**config.mk**
```make
export PLATFORM = sky130hd
export DESIGN_NAME = inline_markup_style_tagger_core_flat
export DESIGN_NICKNAME = d
export VERILOG_FILES = /design/src/istag_pkg.sv /design/src/istag_if.sv /design/src/istag_decode.sv /design/src/istag_emit.sv /design/src/inline_markup_style_tagger_core.sv /design/src/flat_wrapper.sv
export SDC_FILE = /design/constraint.sdc
export NUM_CORES = 1
export LEC_CHECK = 0
export BUFFER_PORTS_ARGS = -buffer_cell sky130_fd_sc_hd__buf_4
export CORE_ASPECT_RATIO = 1.25
export CORE_UTILIZATION = 28
export CTS_BUF_LIST = sky130_fd_sc_hd__clkbuf_4 sky130_fd_sc_hd__clkbuf_8 sky130_fd_sc_hd__clkbuf_16
export DETAILED_ROUTE_END_ITERATION = 6
export GPL_ROUTABILITY_DRIVEN = 0
export PLACE_DENSITY = 0.45
export SETUP_SLACK_MARGIN = 0.1
export SKIP_CTS_REPAIR_TIMING = 1
export SKIP_LAST_GASP = 1
export SYNTH_ARGS = -nofsm -noshare
export SYNTH_HDL_FRONTEND = slang
export SYNTH_SLANG_ARGS = --single-unit
```
**constraint.sdc**
```tcl
create_clock -name clock -period 9.2 [get_ports clock]
set_input_delay 1.84 -clock clock [delete_from_list [all_inputs] [get_ports clock]]
set_output_delay 1.84 -clock clock [all_outputs]
set_load 0.05 [all_outputs]
```
**src/istag_pkg.sv**
```systemverilog
`timescale 1ns / 1ps
// Package for the inline style tagger: character codes, the job record that
// passes from decode to emit, and the tag byte helpers. No dependencies.
package istag_pkg;

   // Character codes
   localparam logic [7:0] CH_STAR   = 8'h2A;  // '*'
   localparam logic [7:0] CH_BTICK  = 8'h60;  // '`'
   localparam logic [7:0] CH_LBRACK = 8'h5B;  // '['
   localparam logic [7:0] CH_RBRACK = 8'h5D;  // ']'
   localparam logic [7:0] CH_BSLASH = 8'h5C;  // '\'
   localparam logic [7:0] CH_BAR    = 8'h7C;  // '|'
   localparam logic [7:0] CH_ZERO   = 8'h30;  // '0'
   localparam logic [7:0] CH_ONE    = 8'h31;  // '1'

   // Style set: bit 0 bold, bit 1 italic, bit 2 code
   typedef logic [2:0] style_type;

   // Output work for one input item, in emission order:
   // first tag, escape, literal byte, second tag, closing reset tag
   typedef struct packed {
      logic      t1_en;
      style_type t1_sty;
      logic      esc_en;
      logic      chr_en;
      logic [7:0] chr;
      logic      t2_en;
      style_type t2_sty;
      logic      end_en;
      logic      last;
   } job_type;

   // Segments of a job
   typedef enum logic [2:0] {
      SEG_TAG1 = 3'd0,
      SEG_ESC  = 3'd1,
      SEG_CHAR = 3'd2,
      SEG_TAG2 = 3'd3,
      SEG_END  = 3'd4
   } seg_type;

   // Byte at position pos of the tag pair "[00]" + "[0a|0b..]" for a style set
   function automatic logic [7:0] tag_byte(input style_type sty, input logic [3:0] pos);
      logic [7:0] seq [16];
      logic [3:0] n;
      for (int k = 0; k < 16; k++) seq[k] = 8'h00;
      seq[0] = CH_LBRACK;
      seq[1] = CH_ZERO;
      seq[2] = CH_ZERO;
      seq[3] = CH_RBRACK;
      seq[4] = CH_LBRACK;
      n = 4'd5;
      for (int k = 0; k < 3; k++) begin
         if (sty[k]) begin
            if (n != 4'd5) begin
               seq[n] = CH_BAR;
               n = n + 4'd1;
            end
            seq[n] = CH_ZERO;
            seq[n + 4'd1] = CH_ONE + 8'(k);
            n = n + 4'd2;
         end
      end
      seq[n] = CH_RBRACK;
      return seq[pos];
   endfunction

   // Number of bytes in the tag output for a style set
   function automatic logic [3:0] tag_len(input style_type sty);
      logic [1:0] cnt;
      cnt = 2'(sty[0]) + 2'(sty[1]) + 2'(sty[2]);
      case (cnt)
         2'd0:    return 4'd4;
         2'd1:    return 4'd8;
         2'd2:    return 4'd11;
         default: return 4'd14;
      endcase
   endfunction

endpackage

```
**src/istag_if.sv**
```systemverilog
`timescale 1ns / 1ps
// Channel interfaces for the inline style tagger: raw byte input and tagged
// byte output, each a valid/ready handshake. No dependencies.
interface istag_req_if;
   logic       valid;
   logic       ready;
   logic [7:0] in_byte;
   logic       in_last;
   modport source (output valid, output in_byte, output in_last, input ready);
   modport sink   (input valid, input in_byte, input in_last, output ready);
endinterface

interface istag_rsp_if;
   logic       valid;
   logic       ready;
   logic [7:0] out_byte;
   logic       run_end;
   logic       line_end;
   modport source (output valid, output out_byte, output run_end, output line_end,
                   input ready);
   modport sink   (input valid, input out_byte, input run_end, input line_end,
                   output ready);
endinterface

```
**src/istag_decode.sv**
```systemverilog
`timescale 1ns / 1ps
// Decode stage: holds the style state and the held star, and turns each
// accepted byte into a job record. Depends on istag_pkg.
module istag_decode (
   input  logic              clock,
   input  logic              reset,
   input  logic              accept,
   input  logic [7:0]        in_byte,
   input  logic              in_last,
   output istag_pkg::job_type job,
   output logic              job_any
);

   logic bold_ff, italic_ff, code_ff, held_ff;
   logic bold_in, italic_in, code_in, held_in;

   // Next style state and job contents
   always_comb begin
      logic b, i, c;
      b = bold_ff;
      i = italic_ff;
      c = code_ff;
      held_in = held_ff;
      job = '0;
      job.chr  = in_byte;
      job.last = in_last;

      if (held_ff) begin
         held_in = 1'b0;
         if (in_byte == istag_pkg::CH_STAR) begin
            b = !b;
            job.t1_en  = 1'b1;
            job.t1_sty = {c, i, b};
         end else begin
            i = !i;
            job.t1_en  = 1'b1;
            job.t1_sty = {c, i, b};
            if (in_byte == istag_pkg::CH_BTICK) begin
               c = !c;
               job.t2_en  = 1'b1;
               job.t2_sty = {c, i, b};
            end else begin
               job.esc_en = (in_byte == istag_pkg::CH_LBRACK);
               job.chr_en = 1'b1;
            end
         end
      end else if (in_byte == istag_pkg::CH_STAR) begin
         if (in_last) begin
            i = !i;
            job.t1_en  = 1'b1;
            job.t1_sty = {c, i, b};
         end else begin
            held_in = 1'b1;
         end
      end else if (in_byte == istag_pkg::CH_BTICK) begin
         c = !c;
         job.t2_en  = 1'b1;
         job.t2_sty = {c, i, b};
      end else begin
         job.esc_en = (in_byte == istag_pkg::CH_LBRACK);
         job.chr_en = 1'b1;
      end

      // Close any open style at end of line, then start the next line clean
      job.end_en = in_last && (b || i || c);
      if (in_last) begin
         b = 1'b0;
         i = 1'b0;
         c = 1'b0;
         held_in = 1'b0;
      end
      bold_in   = b;
      italic_in = i;
      code_in   = c;
   end

   assign job_any = job.t1_en || job.esc_en || job.chr_en || job.t2_en || job.end_en;

   // Style state registers
   always_ff @(posedge clock) begin
      if (reset) begin
         bold_ff   <= 1'b0;
         italic_ff <= 1'b0;
         code_ff   <= 1'b0;
         held_ff   <= 1'b0;
      end else if (accept) begin
         bold_ff   <= bold_in;
         italic_ff <= italic_in;
         code_ff   <= code_in;
         held_ff   <= held_in;
      end
   end

endmodule

```
**src/istag_emit.sv**
```systemverilog
`timescale 1ns / 1ps
// Emit stage: job register, segment/position sequencer and the output register that
// drives one tagged byte per cycle unless rsp_ch stalls. Depends on istag_pkg, istag_if.
module istag_emit (
   input  logic              clock,
   input  logic              reset,
   input  logic              load,
   input  istag_pkg::job_type job_in,
   output logic              ready,
   istag_rsp_if.source       rsp_ch
);

   istag_pkg::job_type job_ff;
   logic               job_vld_ff;
   istag_pkg::seg_type seg_ff;
   logic [3:0]         pos_ff;

   logic               rsp_vld_ff;
   logic [7:0]         byte_ff;
   logic               run_end_ff, line_end_ff;

   logic [4:0]         seg_on, seg_on_in;
   istag_pkg::seg_type nxt_seg, first_seg;
   logic               nxt_found;
   logic [7:0]         cur_byte;
   logic [3:0]         cur_len;
   logic               seg_last, job_last_byte, out_free, step, finish;

   assign seg_on    = {job_ff.end_en, job_ff.t2_en, job_ff.chr_en, job_ff.esc_en,
                       job_ff.t1_en};
   assign seg_on_in = {job_in.end_en, job_in.t2_en, job_in.chr_en, job_in.esc_en,
                       job_in.t1_en};

   // First segment of a new job, next segment of the current one
   always_comb begin
      first_seg = istag_pkg::SEG_TAG1;
      nxt_seg   = istag_pkg::SEG_TAG1;
      nxt_found = 1'b0;
      for (int k = 4; k >= 0; k--) begin
         if (seg_on_in[k]) first_seg = istag_pkg::seg_type'(k[2:0]);
         if (k > int'(seg_ff) && seg_on[k]) begin
            nxt_seg   = istag_pkg::seg_type'(k[2:0]);
            nxt_found = 1'b1;
         end
      end
   end

   // Byte and length of the current segment
   always_comb begin
      unique case (seg_ff)
         istag_pkg::SEG_TAG1: begin
            cur_byte = istag_pkg::tag_byte(job_ff.t1_sty, pos_ff);
            cur_len  = istag_pkg::tag_len(job_ff.t1_sty);
         end
         istag_pkg::SEG_ESC: begin
            cur_byte = istag_pkg::CH_BSLASH;
            cur_len  = 4'd1;
         end
         istag_pkg::SEG_CHAR: begin
            cur_byte = job_ff.chr;
            cur_len  = 4'd1;
         end
         istag_pkg::SEG_TAG2: begin
            cur_byte = istag_pkg::tag_byte(job_ff.t2_sty, pos_ff);
            cur_len  = istag_pkg::tag_len(job_ff.t2_sty);
         end
         default: begin
            cur_byte = istag_pkg::tag_byte(3'b000, pos_ff);
            cur_len  = 4'd4;
         end
      endcase
   end

   assign seg_last      = (pos_ff == cur_len - 4'd1);
   assign job_last_byte = seg_last && !nxt_found;
   assign out_free      = !rsp_vld_ff || rsp_ch.ready;
   assign step          = job_vld_ff && out_free;
   assign finish        = step && job_last_byte;
   assign ready         = !job_vld_ff || finish;

   // Job register and sequencer
   always_ff @(posedge clock) begin
      if (reset) begin
         job_vld_ff <= 1'b0;
         seg_ff     <= istag_pkg::SEG_TAG1;
         pos_ff     <= 4'd0;
      end else if (load) begin
         job_vld_ff <= 1'b1;
         seg_ff     <= first_seg;
         pos_ff     <= 4'd0;
      end else if (finish) begin
         job_vld_ff <= 1'b0;
      end else if (step) begin
         if (seg_last) begin
            seg_ff <= nxt_seg;
            pos_ff <= 4'd0;
         end else begin
            pos_ff <= pos_ff + 4'd1;
         end
      end
   end

   always_ff @(posedge clock) begin
      if (load) job_ff <= job_in;
   end

   // Output register
   always_ff @(posedge clock) begin
      if (reset) begin
         rsp_vld_ff <= 1'b0;
      end else if (step) begin
         rsp_vld_ff <= 1'b1;
      end else if (rsp_ch.ready) begin
         rsp_vld_ff <= 1'b0;
      end
   end

   always_ff @(posedge clock) begin
      if (step) begin
         byte_ff     <= cur_byte;
         run_end_ff  <= job_last_byte;
         line_end_ff <= job_last_byte && job_ff.last;
      end
   end

   assign rsp_ch.valid    = rsp_vld_ff;
   assign rsp_ch.out_byte = byte_ff;
   assign rsp_ch.run_end  = run_end_ff;
   assign rsp_ch.line_end = line_end_ff;

endmodule

```
**src/inline_markup_style_tagger_core.sv**
```systemverilog
`timescale 1ns / 1ps
// Top level of the inline style tagger: decode stage plus emit stage.
// Depends on istag_pkg, istag_if, istag_decode, istag_emit.
//
//   channel  dir  handshake          payload
//   req_ch   in   valid/ready        in_byte[7:0], in_last
//   rsp_ch   out  valid/ready        out_byte[7:0], run_end, line_end
//
// One tagged byte leaves per cycle unless rsp_ch stalls; an input item that yields
// N bytes holds the input until the last of them enters the single-byte output register.
// An item yielding one byte or none is taken every cycle unless rsp_ch stalls.
// A new item is taken while the last byte of the previous one waits on rsp_ch.
// Reset is synchronous and clears style state, the job and the output valid.
module inline_markup_style_tagger_core (
   input  logic         clock,
   input  logic         reset,
   istag_req_if.sink    req_ch,
   istag_rsp_if.source  rsp_ch
);

   istag_pkg::job_type job;
   logic               job_any;
   logic               ready;
   logic               fire;

   assign req_ch.ready = ready;
   assign fire         = req_ch.valid && ready;

   istag_decode u_decode (
      .clock   (clock),
      .reset   (reset),
      .accept  (fire),
      .in_byte (req_ch.in_byte),
      .in_last (req_ch.in_last),
      .job     (job),
      .job_any (job_any)
   );

   istag_emit u_emit (
      .clock  (clock),
      .reset  (reset),
      .load   (fire && job_any),
      .job_in (job),
      .ready  (ready),
      .rsp_ch (rsp_ch)
   );

endmodule
```
**src/flat_wrapper.sv**
```systemverilog
// flat-port wrapper written by rule: the top's interface ports become plain ports
module inline_markup_style_tagger_core_flat 
  (clock, reset, req_ch_valid, req_ch_in_byte, req_ch_in_last, req_ch_ready, rsp_ch_valid, rsp_ch_out_byte, rsp_ch_run_end, rsp_ch_line_end, rsp_ch_ready);
  istag_req_if req_ch_i ();
  istag_rsp_if rsp_ch_i ();
  input  logic clock;
  input  logic reset;
  input wire logic [$bits(req_ch_i.valid)-1:0] req_ch_valid;
  input wire logic [$bits(req_ch_i.in_byte)-1:0] req_ch_in_byte;
  input wire logic [$bits(req_ch_i.in_last)-1:0] req_ch_in_last;
  output wire logic [$bits(req_ch_i.ready)-1:0] req_ch_ready;
  output wire logic [$bits(rsp_ch_i.valid)-1:0] rsp_ch_valid;
  output wire logic [$bits(rsp_ch_i.out_byte)-1:0] rsp_ch_out_byte;
  output wire logic [$bits(rsp_ch_i.run_end)-1:0] rsp_ch_run_end;
  output wire logic [$bits(rsp_ch_i.line_end)-1:0] rsp_ch_line_end;
  input wire logic [$bits(rsp_ch_i.ready)-1:0] rsp_ch_ready;
  assign req_ch_i.valid = req_ch_valid;
  assign req_ch_i.in_byte = req_ch_in_byte;
  assign req_ch_i.in_last = req_ch_in_last;
  assign req_ch_ready = req_ch_i.ready;
  assign rsp_ch_valid = rsp_ch_i.valid;
  assign rsp_ch_out_byte = rsp_ch_i.out_byte;
  assign rsp_ch_run_end = rsp_ch_i.run_end;
  assign rsp_ch_line_end = rsp_ch_i.line_end;
  assign rsp_ch_i.ready = rsp_ch_ready;
  inline_markup_style_tagger_core u_core (.clock(clock), .reset(reset), .req_ch(req_ch_i), .rsp_ch(rsp_ch_i));
endmodule
```
# == Yosys cells after proc, flatten, opt, wreduce, memory -nomap -nowiden ==
# Memories as Yosys holds them, arrays and structs flattened.
# Cells that the tools add are included.
# totals
regBits,42
mem_bits_ro,128
output_inout_bits,12
in_bits,13
wordCells,330
n_memories,1
# memory_table
memory,depth,width,read_ports,rd_ports_with_merged_regs,wr,line_no,text
(name not given),16,8,1,0,0,istag_pkg.sv:65,return seq[pos];
# op_classes
order_cmp,33
eq_ne,16
add_sub_neg,18
n_reduce_logical,50
bitwise_logic,58
n_mux,135
# ops
operator,n
128-bit 2-to-1 mux,20
80-bit bitwise OR,6
8-bit demux with 4-bit select,14
96-bit bitwise AND,4
96-bit NOT,4
48-bit NOT,6
48-bit bitwise AND,4
80-bit bitwise AND,2
8-bit 2-to-1 mux,20
80-bit NOT,2
64-bit bitwise AND,2
64-bit NOT,2
32-bit bitwise OR,4
64-bit bitwise OR,2
4-bit 2-to-1 mux,30
47-bit by 48-bit bitwise AND with 48-bit output,2
48-bit bitwise OR,2
"5-bit >= comparator, second input constant",15
4-bit NOT with 5-bit output,15
"5-bit by 1-bit less-than comparator with 1-bit output, second input constant",14
8-bit binary-select mux with 4-bit select,2
3-bit 2-to-1 mux,13
"4-bit by 1-bit adder with 4-bit output, second input constant",9
4-bit one-hot mux with 3 select lines,3
32 further kinds,113

# == Longest topological paths before layout ==
# Gate-level depths: netlist of the first run.
# logic_depth
ltp_word,29
depth_mapped,18
ltp_nobuf,16

# == Hierarchy ==
# A second synthesis of the first run with hierarchy kept.
# unflattened
cells_unflattened,611
area_unflattened_um2,4797.1
# modules_own_cells
mod,cells_per_inst,n_inst,area_each_um2,seq_area_each_um2
istag_emit,533,1,4192.8,1051.0
istag_decode,76,1,591.8,80.1
inline_markup_style_tagger_core,2,1,12.5,0.0

# == Worst setup path before layout of the first run ==
# Ideal clock, no wire load.
# synth_timing
path_kind,reg2out
startpoint,register u_core.u_emit.job_ff[4] in the netlist's numbering
endpoint,output port req_ch_ready
arrival_time_ps,3838
n_path_buf,3
stages_incl_launch_ff,15
required_ps,7360
slack_ps,3522
cell_sequence,edfxtp_1 > clkbuf_1 > clkbuf_1 > inv_1 > fa_1 > ha_1 > and3b_1 > or3_2 > ha_1 > xor2_1 > and4_4 > a2111oi_4 > and3_2 > buf_2 > a21o_1
# synth_between
elab_chain_len,9
word_cells_on_any_way,11
classes_between,2 x add/sub; 3 x eq/ne; 2 x mux; 4 x reduce/logical
# synth_rtl
element,line_no,text
start: declaration,istag_emit.sv:13,istag_pkg::job_type job_ff;
start signal: assignment,istag_emit.sv:104,if (load) job_ff <= job_in;
2-bit by 1-bit adder with 2-bit output (*),istag_pkg.sv:71,cnt = 2'(sty[0]) + 2'(sty[1]) + 2'(sty[2]);
"2-bit == test, or another cell as far along",istag_pkg.sv:72,case (cnt)
4-bit one-hot mux with 3 select lines (*),istag_pkg.sv:72,
4-bit one-hot mux with 3 select lines (*),istag_emit.sv:50,unique case (seg_ff)
4-bit by 1-bit subtractor with 4-bit output (*),istag_emit.sv:74,assign seg_last = (pos_ff == cur_len - 4'd1);
4-bit == test (*),istag_emit.sv:74,
1-bit logical AND (*),istag_emit.sv:75,assign job_last_byte = seg_last && !nxt_found;
via u_core.u_emit.job_last_byte,istag_emit.sv:27,"logic seg_last, job_last_byte, out_free, step, finish;"
1-bit logical AND (*),istag_emit.sv:78,assign finish = step && job_last_byte;
1-bit logical OR (*),istag_emit.sv:79,assign ready = !job_vld_ff || finish;
end: declaration,flat_wrapper.sv:11,output wire logic [$bits(req_ch_i.ready)-1:0] req_ch_ready;
# The timed path passes the listed nets; every way through them passes the cells marked *.

# == Worst setup path after layout of the first run ==
# layout_timing
startpoint,register u_core.u_emit.job_ff[4] in the netlist's numbering
endpoint,output port req_ch_ready
# layout_between
elab_chain_len,9
word_cells_on_any_way,11
classes_between,2 x add/sub; 3 x eq/ne; 2 x mux; 4 x reduce/logical
# layout_rtl
element,line_no
2-bit by 1-bit adder with 2-bit output (*),istag_pkg.sv:71
"2-bit == test, or another cell as far along",istag_pkg.sv:72
4-bit one-hot mux with 3 select lines (*),istag_pkg.sv:72
4-bit one-hot mux with 3 select lines (*),istag_emit.sv:50
4-bit by 1-bit subtractor with 4-bit output (*),istag_emit.sv:74
4-bit == test (*),istag_emit.sv:74
1-bit logical AND (*),istag_emit.sv:75
1-bit logical AND (*),istag_emit.sv:78
1-bit logical OR (*),istag_emit.sv:79
# Mark *: on every way between the ends. The rest lies on a longest branch, timed or not.

==> reports/qor.yml, run 1 <==
status: "finished clean"
endpoint_kind: "primary output"
initial_utilization: 0.2868
drcViolationCount: 0
hold_path_end: "u_core.u_emit.rsp_ch.valid$_SDFFE_PP0P_"
rr_endpoint: "u_core.u_emit.seg_ff[1]$_SDFFE_PP0P_"
io_pins: 25
setup_ws_ns: 2.942
wirelength_mm: 12.84
maxCapViolCount: 0
fillers: 1561
relSlewSlack: 0.4046
fin_crit_sh: 0.6803
antenna_found_initial: 0
coreArea_sq_um: 14350
cts_tree: "yes"
drt_iter0_drc: 214
grt_pass1_wl_mm: 20.58
fin_crit_ns: 6.258
fin_util: 0.3137
holdWs_ns: 0.5178
clockRootBuffer: "clkbuf_16"
die_w_microns: 110.4
synthTopCellsByArea: "edfxtp_1 21%, ha_1 7.6%, dfxtp_1 6.3%, a21oi_1 5.5%, nand2_1 4.2%"
synthMuxAreaShare: 0.009729
htree_levels: 2
crit_type: "reg2out"
grt_max_degree: 58
synthCells: 528
hold_start: "u_core.u_emit.job_vld_ff$_SDFFE_PP0P_"
overflow: 0
peakVddDrop_mv: 0.09958
rows: 49
synth.net_count: 568
diodes: 0
arrival_ns: 4.42
worst_clock_skew_ns: 0.006131
yosys.area_share.adder: 0.08574
ys_ff_latch: 42
place_ws_ns: 3.309
synth_seq_area_share: 0.2749
multi_input_area_sq_um: 2673
hold_path.class: "reg2reg"
syn2layout_area_growth_pct: 9.365
holdPathStages: 2
clkTransAtPathRegs_ns: 0.06
r2r_slack_ns: 4.13
antenna_left: 0
critPathMaxFanout: 27
routedWlPerCell_microns: 18.47
synth_top_area_share: 0.2116
tns_ns: 0
vias_per_cell: 5.799
synth_largest_area_cell: "edfxtp_1"
syn-cell-area_sq_um: 4115
synth_edf_count: 29
grt.total_usage: 0.1713
drtPass1Iterations: 5
synth_xor_area_frac: 0.02341
yosysWarnings: 0
rsz0062_at_grt: "false"
numCtsBuffers: 5
worstSetupStartpointType: "register"
fmax_mhz: 159.8
io_buffers: 24
synthSimpleGateAreaFrac: 0.2524
clk_path_buf_depth: 2
synth_cell_types: 71
fp.dieH_microns: 137.5
crit_required_ns: 7.36
drive_above_1_share: 0.09671
worst_slew_pin_slew_ns: 0.8837
clock_latency_ns: 0.29
first_global_vias: 3825
dieArea_sq_um: 15190
p_leak_nw: 1.556
final_nets: 556
seqCellArea_sq_um: 1132
r2r_start: "u_core.u_emit.job_ff[4]$_DFFE_PP_"
synth_compound_area_frac: 0.2782
synthArstFlopShare: 0
dp_hpwl_mm: 9.306
num_vias: 4030
drv_slew: 0
synth.avg_cell_area_sq_um: 7.794
cts_sinks: 42
hold_violations: 0
yosys-top-cells-count: "46 x nand2_1, 46 x nor2_1, 45 x a21oi_1"
ys.flop_type: "edfxtp_1"
power-per-cell-area_nw_per_um2: 134.8
setup_viol: 0
reg2regPathDepth: 15
synth_top_family_by_area: "compound AO/OA/AOI/OAI gates"
how the worst max path moves through the flow:
stage	startpoint	to	slack, ns	depth (start not counted)
2_1_floorplan	u_core.u_emit.job_ff[4]$_DFFE_PP_	req_ch_ready	3.52	14
3_3_place_gp	u_core.u_emit.job_ff[4]$_DFFE_PP_	req_ch_ready	3.38	12
3_5_place_dp	u_core.u_emit.job_ff[4]$_DFFE_PP_	req_ch_ready	3.31	12
4_1_cts	u_core.u_emit.job_ff[4]$_DFFE_PP_	req_ch_ready	2.96	12
5_1_grt	u_core.u_emit.job_ff[4]$_DFFE_PP_	req_ch_ready	2.74	12
6_report	u_core.u_emit.job_ff[4]$_DFFE_PP_	req_ch_ready	2.94	12
power by group:
| group | switching [W] | leakage (nW) | total, W | internal, W |
|---|---|---|---|---|
| sequential | 0.0000140 | 0.383 | 0.000231 | 0.000217 |
| combinational | 0.000126 | 1.10 | 0.000192 | 0.0000661 |
| clock | 0.0000811 | 0.0704 | 0.000183 | 0.000102 |
| total | 0.000221 | 1.56 | 0.000607 | 0.000385 |
area by class of cell:
cell class	instances	area share
Clock buffer	5	0.02780
Multi-Input combinational cell	409	0.5938
Sequential cell	42	0.2516
Inverter	30	0.02502
Clock inverter	3	0.005560
Tap cell	178	0.04949
Timing Repair Buffer	28	0.04671
logic make-up after synthesis:
family,Yosys count
AND/OR/NAND/NOR,198
AO/OA/AOI/OAI,169
adder cells (fa/ha/maj),27
flip-flops,42
buffers and inverters,77
XOR/XNOR,11
multiplexers,4
metrics by stage:
stage,area [sq um],instances,total power (W)
finish,4501,695,0.0006066
CTS,4501,695,0.0006111
floorplan,4115,528,0.0003755
global route,4501,695,0.0006418
detailed placement,4350,687,0.0004261
global placement,4350,687,0.0004248
registers in the layout (all words and copies together) (netlist names):
signal and count:
u_core.u_decode.italic_ff 1, u_core.u_decode.code_ff 1, u_core.u_emit.rsp_ch.out_byte 8, u_core.u_emit.job_ff 19
u_core.u_emit.rsp_ch.line_end 1, u_core.u_emit.seg_ff 3, u_core.u_decode.bold_ff 1, u_core.u_emit.rsp_ch.valid 1
u_core.u_emit.rsp_ch.run_end 1, u_core.u_decode.held_ff 1, u_core.u_emit.pos_ff 4, u_core.u_emit.job_vld_ff 1
critical path: stages (launching register included):
cell and delay, ns:
edfxtp_1 0.85, inv_1 0.23, fa_1 0.58, ha_1 0.15, and3b_1 0.20, or3_2 0.47
ha_1 0.22, xor2_1 0.19, a31oi_1 0.10, a2111oi_4 0.45, and3_2 0.32, a21o_1 0.15
buf_4 0.19
routing by layer:
metal	track usage	part of all wire	vias up
li1	-	-	1927
met1	0.2063	0.41	1945
met2	0.3099	0.51	133
met3	0.01452	0.044	25
met4	0.08000	0.035	0
met5	0	0	-
cells in the final DEF (no fill, tap or decap), types with 6 or more instances in the layout:
cell type and instances:
a211oi_1 12, a21oi_1 45, a311oi_1 7, a31oi_1 10
and2_1 6, buf_4 28, dfxtp_1 12, edfxtp_1 29
ha_1 25, inv_1 28, nand2_1 46, nand3_1 19
nand4_1 6, nor2_1 46, nor2b_1 19, nor3_1 18
o211ai_1 7, o21ai_0 31, o311ai_0 6, o31ai_1 8
xnor2_1 9
(Power assumes the default switching activity.)
==> run 2, diff against run 1 <==
- clock period: 9.2 -> 6.1 ns (I/O delays scaled with it)
==> run 2 against run 1 <==
  * Wire length shrank 1.3%
  * Clock skew about the same
  * Global-route usage shrank 0.56 points
  * Critical endpoint unchanged
  * Largest cell class unchanged
  * Highest routed layer unchanged
==> reports/qor.yml, run 2 (same netlist as run 1, synthesis figures left out) <==
status: "finished clean"
final_nets: 558  # +0.36%
fmax_mhz: 196.6
grt.total_usage: 0.1657  # -0.005564
htree_levels: 2  # unchanged
die_w_microns: 110.4  # unchanged
coreArea_sq_um: 14350  # unchanged
io_pins: 25  # unchanged
power-per-cell-area_nw_per_um2: 201.3  # +49%
drt_iter0_drc: 326  # +52%
overflow: 0  # unchanged
cts_tree: "yes"
largest_reg_flops: 19  # unchanged
gr-usage-met3: 0.01364  # -0.0008799
grt_use_met1: 0.2013  # -0.005038
peakVddDrop_mv: 0.1643  # +65%
first_global_vias: 3638  # -4.9%
clockRootBuffer: "clkbuf_16"
arrival_ns: 3.87  # -0.55 ns
tns_ns: 0  # unchanged
routedWlPerCell_microns: 18.19  # -1.6%
hold_start: "u_core.u_emit.job_vld_ff$_SDFFE_PP0P_"
clk_path_buf_depth: 2  # unchanged
worstSetupStartpointType: "register"
dp_hpwl_mm: 9.208  # -1.1%
clock_latency_ns: 0.29  # about the same
place_area_sq_um: 4365  # +0.35%
cts_sinks: 42  # unchanged
setup_viol: 0  # unchanged
endpoint_kind: "primary output"
dieArea_sq_um: 15190  # unchanged
fp.dieH_microns: 137.5  # unchanged
setup_ws_ns: 1.014  # -1.928 ns
rows: 49  # unchanged
vias_per_cell: 5.706  # -1.6%
drv_slew: 0  # unchanged
use_met2: 0.3026  # -0.007246
worst_slew_pin_slew_ns: 0.8048  # -0.07888 ns
hold_violations: 0  # unchanged
grt_pass1_wl_mm: 19.94  # -3.1%
p_leak_nw: 1.562  # +0.38%
final_area_sq_um: 4514  # +0.31%
busiest_layer: "met2"
final_cell_mix: "46 x nand2_1, 46 x nor2_1, 45 x a21oi_1"
worst_clock_skew_ns: 0.006351  # +0.0002196 ns
io_buffers: 24  # unchanged
drive_above_1_share: 0.1002  # +0.003481
r2r_start: "u_core.u_emit.job_ff[2]$_DFFE_PP_"
relSlewSlack: 0.4593  # +0.05468
fin_crit_ns: 5.086
drcViolationCount: 0  # unchanged
antenna_left: 0  # unchanged
maxCapViolCount: 0  # unchanged
numCtsBuffers: 5  # unchanged
multi_input_area_sq_um: 2673  # unchanged
hold_path.class: "reg2reg"
wirelength_mm: 12.68  # -1.3%
diodes: 0  # unchanged
initial_utilization: 0.2868  # unchanged
place_ws_ns: 1.317  # -1.992 ns
syn2layout_area_growth_pct: 9.699
fin_crit_sh: 0.8338
crit_start: "u_core.u_emit.job_ff[2]$_DFFE_PP_"
drtPass1Iterations: 5  # unchanged
seqCellArea_sq_um: 1132  # unchanged
largest-register: "u_core.u_emit.job_ff"
clkTransAtPathRegs_ns: 0.06  # about the same
num_vias: 3977  # -1.3%
critPathMaxFanout: 6  # -78%
grt_max_degree: 48  # -17%
fillers: 1572  # +0.70%
antenna_found_initial: 0  # unchanged
crit_type: "reg2out"
crit_required_ns: 4.88  # -2.48 ns
rsz0062_at_grt: "false"
## run 2: changes by cell type in the layout (fill, tap and decap cells not counted), sizes merged
| cell | change |
|---|---|
| buf | +2 |
| clkinvlp | +1 |
| clkinv | -1 |
## run 2: metrics by stage
step             util  hold WS, ns  total power [W]  std cells
3_3_place_gp   0.3043       0.4986        0.0006432        689
2_1_floorplan       -       0.4684        0.0005664        528
6_report       0.3147       0.5108        0.0009089        697
4_1_cts        0.3147       0.5135        0.0009166        697
3_5_place_dp   0.3043       0.5026        0.0006422        689
5_1_grt        0.3147       0.5542        0.0009579        697
## run 2: path summary, 6_finish.rpt
kind / endpoint / slack (ns) / depth (start not counted)
worst min register to register: u_core.u_emit.rsp_ch.valid$_SDFFE_PP0P_ / 0.51 / 2
worst min-delay path: u_core.u_emit.rsp_ch.valid$_SDFFE_PP0P_ / 0.51 / 2
worst max-delay path: req_ch_ready / 1.01 / 12
worst max register to register: u_core.u_emit.seg_ff[0]$_SDFFE_PP0P_ / 1.59 / 15
## run 2: where the power goes
| part | total [W] | internal (W) | switching (W) |
|---|---|---|---|
| Sequential | 0.000347 | 0.000327 | 0.0000198 |
| Combinational | 0.000293 | 0.000101 | 0.000192 |
| Clock | 0.000269 | 0.000153 | 0.000116 |
| Total | 0.000909 | 0.000581 | 0.000328 |
## run 2: cell type report
type,count,area share
repair buffers,30,0.04989
inverters,30,0.02494
well taps,178,0.04933
flip-flops and latches,42,0.2508
clock buffers,5,0.02772
clock inverters,3,0.005266
multi-input cells,409,0.5920
## run 2: worst max-delay path: stages, from the launching register on
cell and delay [ns]:
edfxtp_1 0.40, inv_1 0.14, fa_1 0.59, ha_1 0.15
and3b_1 0.20, or3_2 0.48, ha_1 0.23, xor2_1 0.18
a31oi_1 0.10, a2111oi_4 0.44, and3_2 0.32, a21o_1 0.15
buf_4 0.19
## run 2: layer usage
layer / up-vias / share of wire / wire length (microns)
met1: 1902 / 0.43 / 5472
met3: 19 / 0.033 / 413
li1: 1941 / - / -
met2: 115 / 0.51 / 6420
met4: 0 / 0.029 / 369
met5: - / 0 / 0
